File: src/rtl/core/swrs_pkg.sv
// Package with shared constants and types for the stripe window request splitter.
`default_nettype none
package swrs_pkg;
   localparam int MaxServers = 4;
   localparam logic [23:0] MaxWindowTotal = 24'd10485760;

   localparam logic [1:0] CMD_START = 2'd0;
   localparam logic [1:0] CMD_NEXT  = 2'd1;
   localparam logic [1:0] CMD_DONE  = 2'd2;

   localparam logic [2:0] ST_OK      = 3'd0;
   localparam logic [2:0] ST_WINDOW  = 3'd1;
   localparam logic [2:0] ST_REQUEST = 3'd2;
   localparam logic [2:0] ST_BADSRV  = 3'd3;
   localparam logic [2:0] ST_NOLAY   = 3'd4;
   localparam logic [2:0] ST_NOTHING = 3'd5;

   localparam logic [1:0] MODE_NULL = 2'd0;
   localparam logic [1:0] MODE_PEND = 2'd1;
   localparam logic [1:0] MODE_SENT = 2'd2;
   localparam logic [1:0] MODE_RECV = 2'd3;

   localparam logic [2:0] REG_COUNT  = 3'd0;
   localparam logic [2:0] REG_SS0    = 3'd1;
   localparam logic [2:0] REG_SS1    = 3'd2;
   localparam logic [2:0] REG_SS2    = 3'd3;
   localparam logic [2:0] REG_SS3    = 3'd4;
   localparam logic [2:0] REG_OFFSET = 3'd5;
   localparam logic [2:0] REG_LENGTH = 3'd6;

   typedef struct packed {
      logic [1:0]  command;
      logic [2:0]  done_server;
      logic [23:0] done_size;
   } req_type;

   typedef struct packed {
      logic        share_valid;
      logic [1:0]  share_server;
      logic [39:0] share_offset;
      logic [23:0] share_size;
      logic [23:0] window_bytes;
      logic [2:0]  status;
   } rsp_type;
endpackage
`default_nettype wire

File: src/rtl/core/swrs_if.sv
// Valid/ready channel interface carrying one payload.
`default_nettype none
interface swrs_req_if;
   logic               valid;
   logic               ready;
   swrs_pkg::req_type  data;
   modport source (output valid, output data, input ready);
   modport sink (input valid, input data, output ready);
endinterface

interface swrs_rsp_if;
   logic               valid;
   logic               ready;
   swrs_pkg::rsp_type  data;
   modport source (output valid, output data, input ready);
   modport sink (input valid, input data, output ready);
endinterface
`default_nettype wire

File: src/rtl/core/stripe_window_request_splitter_top.sv
// Top level of the stripe window request splitter with its sequencer and shared unit.
// The block splits a striped file request across up to four data servers.
// The req channel carries commands: start, next share, and completion.
// Every accepted req transfer gives exactly one rsp transfer.
// Write the registers over the csr APB port only while idle; the block does not check.
// A start divides the request offset by the stripe sum with a restoring
// divider, one quotient bit per cycle, then places the servers and fills
// the first window; window fill divides the window left by the stripe sum
// with the same divider. A next share that finds no pending share first tries
// to open a new window, which it does if no share is out and bytes remain.
// One item is handled at a time; req.ready is low from acceptance until the
// result has been handed to the output register and is high again right after.
// The output register holds a result until rsp.ready; while it is full and
// not taken, a further result waits in the sequencer.
// Synchronous reset clears the control, slot and window state; registers go to defaults.
`default_nettype none
module stripe_window_request_splitter_top (
   input  wire logic          clock,
   input  wire logic          reset,
   swrs_req_if.sink           req,
   swrs_rsp_if.source         rsp,
   input  wire logic          csr_psel,
   input  wire logic          csr_penable,
   input  wire logic          csr_pwrite,
   input  wire logic [5:0]    csr_paddr,
   input  wire logic [63:0]   csr_pwdata,
   output logic [63:0]        csr_prdata,
   output logic               csr_pready
);
   import swrs_pkg::*;

   localparam logic [3:0] S_IDLE   = 4'd0;
   localparam logic [3:0] S_DIV    = 4'd1;
   localparam logic [3:0] S_PLACE  = 4'd2;
   localparam logic [3:0] S_OPEN   = 4'd3;
   localparam logic [3:0] S_R1     = 4'd4;
   localparam logic [3:0] S_WDIV   = 4'd5;
   localparam logic [3:0] S_KADD   = 4'd6;
   localparam logic [3:0] S_R2     = 4'd7;
   localparam logic [3:0] S_SLOTS  = 4'd8;
   localparam logic [3:0] S_ISSUE  = 4'd9;
   localparam logic [3:0] S_OUT    = 4'd10;
   localparam logic [3:0] S_MUL    = 4'd11;

   logic [2:0]  count_ff;
   logic [23:0] stripe_ff [MaxServers];
   logic [39:0] roff_ff, rlen_ff;

   logic [25:0] slot_ff [MaxServers];
   logic [39:0] soff_ff [MaxServers];
   logic [39:0] remain_ff;
   logic [23:0] wtotal_ff, fpos_ff;
   logic [1:0]  fserver_ff;
   logic        loaded_ff;

   logic [3:0]  state_ff;
   logic [1:0]  cmd_ff;
   logic [2:0]  ds_ff;
   logic [23:0] dsz_ff;
   logic        started_ff;
   logic        retry_ff;
   logic        placed_ff;
   logic [5:0]  cnt_ff;
   logic [1:0]  idx_ff;
   logic [2:0]  step_ff;
   logic [39:0] quo_ff;
   logic [40:0] rem_ff;
   logic [39:0] left_ff;
   logic [39:0] alloc_ff [MaxServers];
   rsp_type     res_ff;
   logic        outv_ff;
   rsp_type     obuf_ff;

   logic [2:0]  n_eff;
   logic [25:0] sum;
   logic [1:0]  f_eff;
   logic [1:0]  rot_idx;
   logic [40:0] trial;
   logic [39:0] amt;
   logic [63:0] prod;
   logic        any_sent;
   logic        any_open;
   logic [2:0]  pend_idx;
   rsp_type     nolay_rsp;
   rsp_type     share_rsp;
   rsp_type     res_out;

   assign n_eff = (count_ff > 3'd4) ? 3'd4 : count_ff;

   always_comb begin
      sum = '0;
      for (int i = 0; i < MaxServers; i++) begin
         if (3'(i) < n_eff) begin
            sum = sum + {2'b00, stripe_ff[i]};
         end
      end
      any_sent = 1'b0;
      any_open = 1'b0;
      pend_idx = 3'd4;
      for (int i = MaxServers - 1; i >= 0; i--) begin
         if (3'(i) < n_eff) begin
            if (slot_ff[i][25:24] == MODE_SENT) begin
               any_sent = 1'b1;
            end
            if (slot_ff[i][25:24] == MODE_PEND || slot_ff[i][25:24] == MODE_SENT) begin
               any_open = 1'b1;
            end
            if (slot_ff[i][25:24] == MODE_PEND) begin
               pend_idx = 3'(i);
            end
         end
      end
   end

   assign f_eff = ({1'b0, fserver_ff} < n_eff) ? fserver_ff : 2'd0;

   always_comb begin
      logic [2:0] s;
      s = {1'b0, f_eff} + step_ff;
      if (s >= n_eff) begin
         s = s - n_eff;
      end
      rot_idx = s[1:0];
   end

   assign trial = {rem_ff[39:0], quo_ff[39]} - {15'd0, sum};
   assign prod  = {24'd0, quo_ff} * {40'd0, stripe_ff[idx_ff]};

   always_comb begin
      amt = {16'd0, stripe_ff[rot_idx]};
      if (state_ff == S_R1 && step_ff == 3'd0) begin
         amt = (stripe_ff[rot_idx] > fpos_ff) ? {16'd0, stripe_ff[rot_idx] - fpos_ff} : 40'd0;
      end
   end

   always_comb begin
      nolay_rsp = '0;
      nolay_rsp.status = ST_NOLAY;
      share_rsp = '0;
      share_rsp.share_valid = 1'b1;
      share_rsp.share_server = pend_idx[1:0];
      share_rsp.share_offset = soff_ff[pend_idx[1:0]];
      share_rsp.share_size = slot_ff[pend_idx[1:0]][23:0];
      res_out = res_ff;
      res_out.window_bytes = wtotal_ff;
   end

   assign req.ready  = (state_ff == S_IDLE) && !reset;
   assign rsp.valid  = outv_ff;
   assign rsp.data   = obuf_ff;
   assign csr_pready = 1'b1;

   always_comb begin
      case (csr_paddr[5:3])
         REG_COUNT:  csr_prdata = {61'd0, count_ff};
         REG_SS0:    csr_prdata = {40'd0, stripe_ff[0]};
         REG_SS1:    csr_prdata = {40'd0, stripe_ff[1]};
         REG_SS2:    csr_prdata = {40'd0, stripe_ff[2]};
         REG_SS3:    csr_prdata = {40'd0, stripe_ff[3]};
         REG_OFFSET: csr_prdata = {24'd0, roff_ff};
         REG_LENGTH: csr_prdata = {24'd0, rlen_ff};
         default:    csr_prdata = 64'd0;
      endcase
   end

   always_ff @(posedge clock) begin
      if (reset) begin
         count_ff <= 3'd1;
         for (int i = 0; i < MaxServers; i++) begin
            stripe_ff[i] <= 24'd65536;
         end
         roff_ff <= '0;
         rlen_ff <= '0;
      end else if (csr_psel && csr_penable && csr_pwrite) begin
         case (csr_paddr[5:3])
            REG_COUNT:  count_ff <= csr_pwdata[2:0];
            REG_SS0:    stripe_ff[0] <= csr_pwdata[23:0];
            REG_SS1:    stripe_ff[1] <= csr_pwdata[23:0];
            REG_SS2:    stripe_ff[2] <= csr_pwdata[23:0];
            REG_SS3:    stripe_ff[3] <= csr_pwdata[23:0];
            REG_OFFSET: roff_ff <= csr_pwdata[39:0];
            REG_LENGTH: rlen_ff <= csr_pwdata[39:0];
            default: ;
         endcase
      end
   end

   always_ff @(posedge clock) begin
      if (reset) begin
         outv_ff <= 1'b0;
      end else if (state_ff == S_OUT && (!outv_ff || rsp.ready)) begin
         outv_ff <= 1'b1;
         obuf_ff <= res_out;
      end else if (rsp.ready) begin
         outv_ff <= 1'b0;
      end
   end

   always_ff @(posedge clock) begin
      if (reset) begin
         state_ff   <= S_IDLE;
         loaded_ff  <= 1'b0;
         remain_ff  <= '0;
         wtotal_ff  <= '0;
         fpos_ff    <= '0;
         fserver_ff <= '0;
         for (int i = 0; i < MaxServers; i++) begin
            slot_ff[i] <= '0;
            soff_ff[i] <= '0;
         end
      end else begin
         case (state_ff)
            S_IDLE: begin
               if (req.valid) begin
                  cmd_ff  <= req.data.command;
                  ds_ff   <= req.data.done_server;
                  dsz_ff  <= req.data.done_size;
                  retry_ff <= 1'b0;
                  started_ff <= 1'b0;
                  case (req.data.command)
                     CMD_START: begin
                        if (n_eff == 3'd0 || sum == 26'd0) begin
                           loaded_ff <= 1'b0;
                           res_ff <= nolay_rsp;
                           state_ff <= S_OUT;
                        end else begin
                           res_ff <= '0;
                           quo_ff <= roff_ff;
                           rem_ff <= '0;
                           cnt_ff <= 6'd40;
                           state_ff <= S_DIV;
                        end
                     end
                     CMD_NEXT: begin
                        if (!loaded_ff || n_eff == 3'd0 || sum == 26'd0) begin
                           res_ff <= nolay_rsp;
                           state_ff <= S_OUT;
                        end else begin
                           res_ff <= '0;
                           state_ff <= S_ISSUE;
                        end
                     end
                     CMD_DONE: begin
                        res_ff <= '0;
                        state_ff <= S_SLOTS;
                     end
                     default: begin
                        res_ff <= '0;
                        state_ff <= S_OUT;
                     end
                  endcase
               end
            end
            S_DIV: begin
               if (!trial[40]) begin
                  rem_ff <= trial;
                  quo_ff <= {quo_ff[38:0], 1'b1};
               end else begin
                  rem_ff <= {rem_ff[39:0], quo_ff[39]};
                  quo_ff <= {quo_ff[38:0], 1'b0};
               end
               cnt_ff <= cnt_ff - 6'd1;
               if (cnt_ff == 6'd1) begin
                  idx_ff <= '0;
                  placed_ff <= 1'b0;
                  state_ff <= S_PLACE;
               end
            end
            S_PLACE: begin
               // quo_ff holds jumps, rem_ff the remainder; one server per cycle.
               if ({1'b0, idx_ff} < n_eff) begin
                  if (!placed_ff && rem_ff[39:0] <= {16'd0, stripe_ff[idx_ff]}) begin
                     fserver_ff <= idx_ff;
                     fpos_ff <= rem_ff[23:0];
                     soff_ff[idx_ff] <= prod[39:0] + rem_ff[39:0];
                     placed_ff <= 1'b1;
                  end else if (!placed_ff) begin
                     soff_ff[idx_ff] <= prod[39:0] + {16'd0, stripe_ff[idx_ff]};
                     rem_ff <= rem_ff - {17'd0, stripe_ff[idx_ff]};
                  end else begin
                     soff_ff[idx_ff] <= prod[39:0];
                  end
               end else begin
                  soff_ff[idx_ff] <= '0;
               end
               slot_ff[idx_ff] <= '0;
               idx_ff <= idx_ff + 2'd1;
               if (idx_ff == 2'(MaxServers - 1)) begin
                  loaded_ff <= 1'b1;
                  remain_ff <= rlen_ff;
                  wtotal_ff <= '0;
                  started_ff <= 1'b1;
                  state_ff <= S_OPEN;
               end
            end
            S_OPEN: begin
               if (any_sent || remain_ff == 40'd0) begin
                  if (started_ff && cmd_ff == CMD_START) begin
                     res_ff.status <= ST_REQUEST;
                  end else begin
                     res_ff.status <= ST_NOTHING;
                  end
                  state_ff <= S_OUT;
               end else begin
                  if (remain_ff > {16'd0, MaxWindowTotal}) begin
                     wtotal_ff <= MaxWindowTotal;
                     left_ff <= {16'd0, MaxWindowTotal};
                     remain_ff <= remain_ff - {16'd0, MaxWindowTotal};
                  end else begin
                     wtotal_ff <= remain_ff[23:0];
                     left_ff <= remain_ff;
                     remain_ff <= '0;
                  end
                  for (int i = 0; i < MaxServers; i++) begin
                     slot_ff[i] <= '0;
                     alloc_ff[i] <= '0;
                  end
                  step_ff <= '0;
                  state_ff <= S_R1;
               end
            end
            S_R1, S_R2: begin
               if (step_ff < n_eff && left_ff != 40'd0) begin
                  if (amt < left_ff) begin
                     alloc_ff[rot_idx] <= alloc_ff[rot_idx] + amt;
                     left_ff <= left_ff - amt;
                  end else begin
                     alloc_ff[rot_idx] <= alloc_ff[rot_idx] + left_ff;
                     left_ff <= '0;
                  end
                  step_ff <= step_ff + 3'd1;
               end else if (state_ff == S_R1 && left_ff != 40'd0) begin
                  quo_ff <= {left_ff[23:0], 16'd0};
                  rem_ff <= '0;
                  cnt_ff <= 6'd24;
                  state_ff <= S_WDIV;
               end else begin
                  for (int i = 0; i < MaxServers; i++) begin
                     if (3'(i) < n_eff && alloc_ff[i] != 40'd0) begin
                        slot_ff[i] <= {MODE_PEND, alloc_ff[i][23:0]};
                     end
                  end
                  if (cmd_ff == CMD_START) begin
                     state_ff <= S_OUT;
                  end else begin
                     retry_ff <= 1'b1;
                     state_ff <= S_ISSUE;
                  end
               end
            end
            S_WDIV: begin
               if (!trial[40]) begin
                  rem_ff <= trial;
                  quo_ff <= {quo_ff[38:0], 1'b1};
               end else begin
                  rem_ff <= {rem_ff[39:0], quo_ff[39]};
                  quo_ff <= {quo_ff[38:0], 1'b0};
               end
               cnt_ff <= cnt_ff - 6'd1;
               if (cnt_ff == 6'd1) begin
                  idx_ff <= '0;
                  state_ff <= S_MUL;
               end
            end
            S_MUL: begin
               quo_ff <= {16'd0, quo_ff[23:0]};
               left_ff <= rem_ff[39:0];
               state_ff <= S_KADD;
            end
            S_KADD: begin
               if ({1'b0, idx_ff} < n_eff) begin
                  alloc_ff[idx_ff] <= alloc_ff[idx_ff] + prod[39:0];
               end
               idx_ff <= idx_ff + 2'd1;
               if (idx_ff == 2'(MaxServers - 1)) begin
                  step_ff <= '0;
                  state_ff <= S_R2;
               end
            end
            S_ISSUE: begin
               if (pend_idx != 3'd4) begin
                  res_ff <= share_rsp;
                  slot_ff[pend_idx[1:0]][25:24] <= MODE_SENT;
                  state_ff <= S_OUT;
               end else if (retry_ff) begin
                  res_ff.status <= ST_NOTHING;
                  state_ff <= S_OUT;
               end else begin
                  state_ff <= S_OPEN;
               end
            end
            S_SLOTS: begin
               if (ds_ff >= n_eff) begin
                  res_ff.status <= ST_BADSRV;
                  state_ff <= S_OUT;
               end else if (!retry_ff) begin
                  slot_ff[ds_ff[1:0]] <= {MODE_RECV, 24'd0};
                  soff_ff[ds_ff[1:0]] <= soff_ff[ds_ff[1:0]] + {16'd0, dsz_ff};
                  retry_ff <= 1'b1;
               end else begin
                  if (any_open) begin
                     res_ff.status <= ST_OK;
                  end else begin
                     res_ff.status <= (remain_ff == 40'd0) ? ST_REQUEST : ST_WINDOW;
                  end
                  state_ff <= S_OUT;
               end
            end
            S_OUT: begin
               if (!outv_ff || rsp.ready) begin
                  state_ff <= S_IDLE;
               end
            end
            default: state_ff <= S_IDLE;
         endcase
      end
   end

`ifndef SYNTHESIS
   a_ready_idle: assert property (@(posedge clock) disable iff (reset)
      req.ready |-> state_ff == S_IDLE)
      else $error("ready outside idle");
   a_one_result: assert property (@(posedge clock) disable iff (reset)
      (req.valid && req.ready) |=> !req.ready)
      else $error("second transfer accepted during work");
   a_share_status: assert property (@(posedge clock) disable iff (reset)
      (rsp.valid && rsp.data.share_valid) |-> rsp.data.status == ST_OK)
      else $error("share issued with error status");
   a_window_bound: assert property (@(posedge clock) disable iff (reset)
      wtotal_ff <= MaxWindowTotal)
      else $error("window above maximum");
`endif
endmodule
`default_nettype wire
File: src/flat_wrapper.sv
// flat-port wrapper written by rule: the top's interface ports become plain ports
module stripe_window_request_splitter_top_flat import swrs_pkg::*;
  (clock, reset, csr_psel, csr_penable, csr_pwrite, csr_paddr, csr_pwdata, csr_prdata, csr_pready, req_valid, req_data, req_ready, rsp_valid, rsp_data, rsp_ready);
  swrs_req_if req_i ();
  swrs_rsp_if rsp_i ();
  input  wire logic clock;
  input  wire logic reset;
  input  wire logic csr_psel;
  input  wire logic csr_penable;
  input  wire logic csr_pwrite;
  input  wire logic [5:0] csr_paddr;
  input  wire logic [63:0] csr_pwdata;
  output logic [63:0] csr_prdata;
  output logic csr_pready;
  input wire logic [$bits(req_i.valid)-1:0] req_valid;
  input wire logic [$bits(req_i.data)-1:0] req_data;
  output wire logic [$bits(req_i.ready)-1:0] req_ready;
  output wire logic [$bits(rsp_i.valid)-1:0] rsp_valid;
  output wire logic [$bits(rsp_i.data)-1:0] rsp_data;
  input wire logic [$bits(rsp_i.ready)-1:0] rsp_ready;
  assign req_i.valid = req_valid;
  assign req_i.data = req_data;
  assign req_ready = req_i.ready;
  assign rsp_valid = rsp_i.valid;
  assign rsp_data = rsp_i.data;
  assign rsp_i.ready = rsp_ready;
  stripe_window_request_splitter_top u_core (.clock(clock), .reset(reset), .req(req_i), .rsp(rsp_i), .csr_psel(csr_psel), .csr_penable(csr_penable), .csr_pwrite(csr_pwrite), .csr_paddr(csr_paddr), .csr_pwdata(csr_pwdata), .csr_prdata(csr_prdata), .csr_pready(csr_pready));
endmodule
File: config.mk
export PLATFORM = sky130hd
export DESIGN_NAME = stripe_window_request_splitter_top_flat
export DESIGN_NICKNAME = d
export VERILOG_FILES = /design/src/rtl/core/swrs_pkg.sv /design/src/rtl/core/swrs_if.sv /design/src/rtl/core/stripe_window_request_splitter_top.sv /design/src/flat_wrapper.sv
export SDC_FILE = /design/constraint.sdc
export NUM_CORES = 2
export LEC_CHECK = 0
export BUFFER_PORTS_ARGS = -buffer_cell sky130_fd_sc_hd__buf_2
export CAP_MARGIN = 20
export CORE_ASPECT_RATIO = 0.7
export CORE_MARGIN = 1
export CORE_UTILIZATION = 55
export CTS_CLUSTER_DIAMETER = 40
export DETAILED_ROUTE_END_ITERATION = 16
export PLACE_DENSITY = 0.78
export SYNTH_ARGS = -nofsm -noshare
export SYNTH_HDL_FRONTEND = slang
export SYNTH_SLANG_ARGS = --single-unit
File: constraint.sdc
create_clock -name clock -period 13.2 [get_ports clock]
set_input_delay 2.64 -clock clock [delete_from_list [all_inputs] [get_ports clock]]
set_output_delay 2.64 -clock clock [all_outputs]
set_load 0.005 [all_outputs]
==> key figures <==
STA
  • RSZ-0062 raised after global routing: no
  • Max-slew violations: 0
  • Fin. Hold Viols: 0
  • Worst Skew: 0.119 ns
  • Fin crit period: around 13 ns
  • Setup TNS: 0 ns
  • Slew headroom: 9.64%
  • Actual slew at the worst max-slew pin: roughly 1.4 ns
  • Final setup viols: 0
  • Period Utilization, post-route: between 90% and 100%
  • F_max: approximately 80 MHz

Logic synthesis
  • Mux share of post-synthesis cell area: 6.60%
  • Synth Warn #: 0
  • Area leader, netlist: edfxtp_1
  • Ranking of synthesized cells by area: edfxtp_1 (30%), fa_1 (13%), ha_1 (6.4%)
  • Syn Inst Count: 8654
  • Cell variety after synth: 116
  • Post-Synth Simple-Gate Area: 15.5%
  • Sequential fraction of the synthesis area: 34.0%
  • Synth Register Bits: a little over 1000
  • Synth cell count leaders: nand2_1 (929), edfxtp_1 (847), inv_1 (802)
  • Synthesized cell area: 0.0856 mm²
  • Post-synth EDFFs: about 850
  • Xor/xnor share of the synthesized area: 3.91%
  • Synth top area share: approximately 30%
  • Main synth FF type: edfxtp_1
  • Adder-cell share of the synthesized area: 19.9%
  • Count leader, synth: nand2_1
  • Async SR Flop Fraction: 0%
  • Largest family of logic cells by synthesized area: adder cells
  • Post-Syn Area per Cell: slightly below 10 µm²
  • Synth Area in Compound Gates: 14.1%

Global routing
  • Gr ovfl total: 0
  • Largest net degree at the start of global routing: 91
  • Number of global-route vias before repair: 69500
  • Overall Global Routing Usage: 38.4%
  • Global-route wire length before repair: 448000 µm
  • Initial antenna violation count: 37

Setup path
  • Most used cell, CP: ha_1
  • Data arrival, critical path: 13.07 ns
  • Slowest CP cell: fa_1
  • CP Launch Type: register
  • CP endpoint kind: register
  • Worst Path Required: 13.77 ns
  • Maximum fanout along the worst path: 12
  • Setup CP Type: reg2reg
  • CP max stage delay: 0.48 ns

Detailed routing
  • DR iter-0 viols: 10600
  • Vias: roughly 72000
  • WL final: just over 300000 µm
  • Avg Vias per Cell: 6.57
  • Wire per inst: 27.8 µm
  • DRT Pass-1 Iters: 9
  • Drt drc: 0
  • Post-route ant nets: 0

Die
  • I/O pin cnt: 267
  • DIE HEIGHT: roughly 330 µm
  • Die width: approximately 470 µm
  • Die area: roughly 0.16 mm²
  • Core ar.: around 0.15 mm²
  • FP Rows: 120
  • Starting Density: between 50% and 60%

Clock tree
  • Reg clk slew, reported paths: 0.07 ns
  • Maximum clock insertion buffer count: 3
  • Clk sinks: 1030
  • H-tree levels: 3
  • CTS Buf Count: 118
  • Hold Buf Count CTS: 0
  • CTS tree: yes
  • Clk Latency, worst-skew pair: 0.82 ns
  • CTS root buffer: clkbuf_16

Min path
  • Hold WC Path Type: reg2reg

Finish
  • Layout cells sized above 1: 12.1%
  • Area Overhead vs Synth: 9.59%
  • Fin nets: 9908

Placement
  • IO buf count: 214
  • Detailed placement HPWL: 229000 µm
  • Gpl congestion: 1.06

Outcome
  • Status: finished clean

Run
  • Max-Cap Viols: 0
-- cells by family (layout without fill, tap and decap cells) --
logic type / Yosys count / after routing
and+or+nand+nor: 2777 / 2777
AOI/OAI and AO/OA: 1803 / 1803
buffers and inverters: 1303 / 1504
DFF: 1030 / 1030
adders and majority gates: 1015 / 1015
xor gates and xnor gates: 381 / 381
muxes: 343 / 343
other: 2 / 66
-- per-stage QoR --
step | cells | worst slack (ns) | utilization, % | instance area (µm²) | hold slack (ns)
2_1_floorplan | 8692 | 0.282 | - | 85700 | 0.400
3_3_place_gp | 10700 | 0.777 | 58.3 | 89600 | 0.405
3_5_place_dp | 10700 | 0.682 | 58.3 | 89700 | 0.405
4_1_cts | 11000 | 0.591 | 60.9 | 93600 | 0.420
5_1_grt | 11000 | 0.0282 | 61.0 | 93800 | 0.422
6_report | 11000 | 0.697 | 61.0 | 93800 | 0.416
-- sequential cells by signal, summed over array words and instances (netlist names), 70 cells and up, named ones only --
signal	cells
u_core.stripe_ff	96
u_core.alloc_ff	160
u_core.rsp.data	94
u_core.res_ff	70
u_core.slot_ff	104
u_core.soff_ff	160
-- path summary, 6_finish.rpt --
check,startpoint,slack (ns),cells after the start,to
max,u_core.count_ff[2]$_SDFFE_PP0P_,0.70,59,u_core.alloc_ff[2][37]$_SDFFCE_PN0P_
min,u_core.wtotal_ff[15]$_SDFFE_PP0P_,0.42,0,u_core.rsp.data[18]$_DFFE_PP_
max reg2reg,u_core.count_ff[2]$_SDFFE_PP0P_,0.70,59,u_core.alloc_ff[2][37]$_SDFFCE_PN0P_
min reg2reg,u_core.wtotal_ff[15]$_SDFFE_PP0P_,0.42,0,u_core.rsp.data[18]$_DFFE_PP_
-- layout make-up --
class / count / area (µm²)
fillers: 12500 / 59900
flip-flops and latches: 1030 / 29100
well taps: 2074 / 2590
clock buffers: 138 / 3120
diodes: 26 / 65.1
multi-input cells: 6359 / 51900
clock inverters: 88 / 838
inverters: 803 / 3010
repair buffers: 475 / 3130
-- critical path, delay by kind of cell (launching register included) --
family          cells  cell delay, ns
flops               1            0.32
mux                 3            0.84
fa+ha+maj           9            2.78
xor+xnor            1            0.14
simple gates       10            1.61
buf+inv             9            1.20
compound gates     27            5.39
-- per-layer routing --
| metal | wire length [µm] | share of wire [%] | GRT usage (%) |
|---|---|---|---|
| met1 | 118000 | 39 | 53.7 |
| met2 | 123000 | 40 | 52.6 |
| met3 | 50300 | 16 | 15.1 |
| met4 | 13900 | 4.5 | 15.8 |
| met5 | 287 | 0.094 | 0.670 |
-- cell usage in the layout, fill, tap and decap left out, types with 104 or more instances in the layout --
cell type	Yosys	layout
clkbuf_16	0	120
nand3_1	105	104
inv_1	802	802
nor2_1	690	682
a211oi_1	114	112
ha_1	438	438
a22oi_1	197	197
o21ai_0	285	280
fa_1	577	577
buf_4	27	252
a21oi_1	436	433
o22ai_1	111	111
dfxtp_1	183	178
xnor2_1	228	221
mux4_2	167	167
and2_1	460	460
a21o_1	150	150
nand2_1	929	926
buf_2	37	213
xor2_1	152	152
edfxtp_1	847	847
-- repair_timing --
action                                  CTS  global route
endpoints found under the setup margin    0            54
buffers inserted                          0             2
hold endpoints to repair                  0             0
gates resized for setup                   0             9
Power is not shown: default switching activity piles up to over one toggle a cycle in this logic, so the estimate is an artifact.
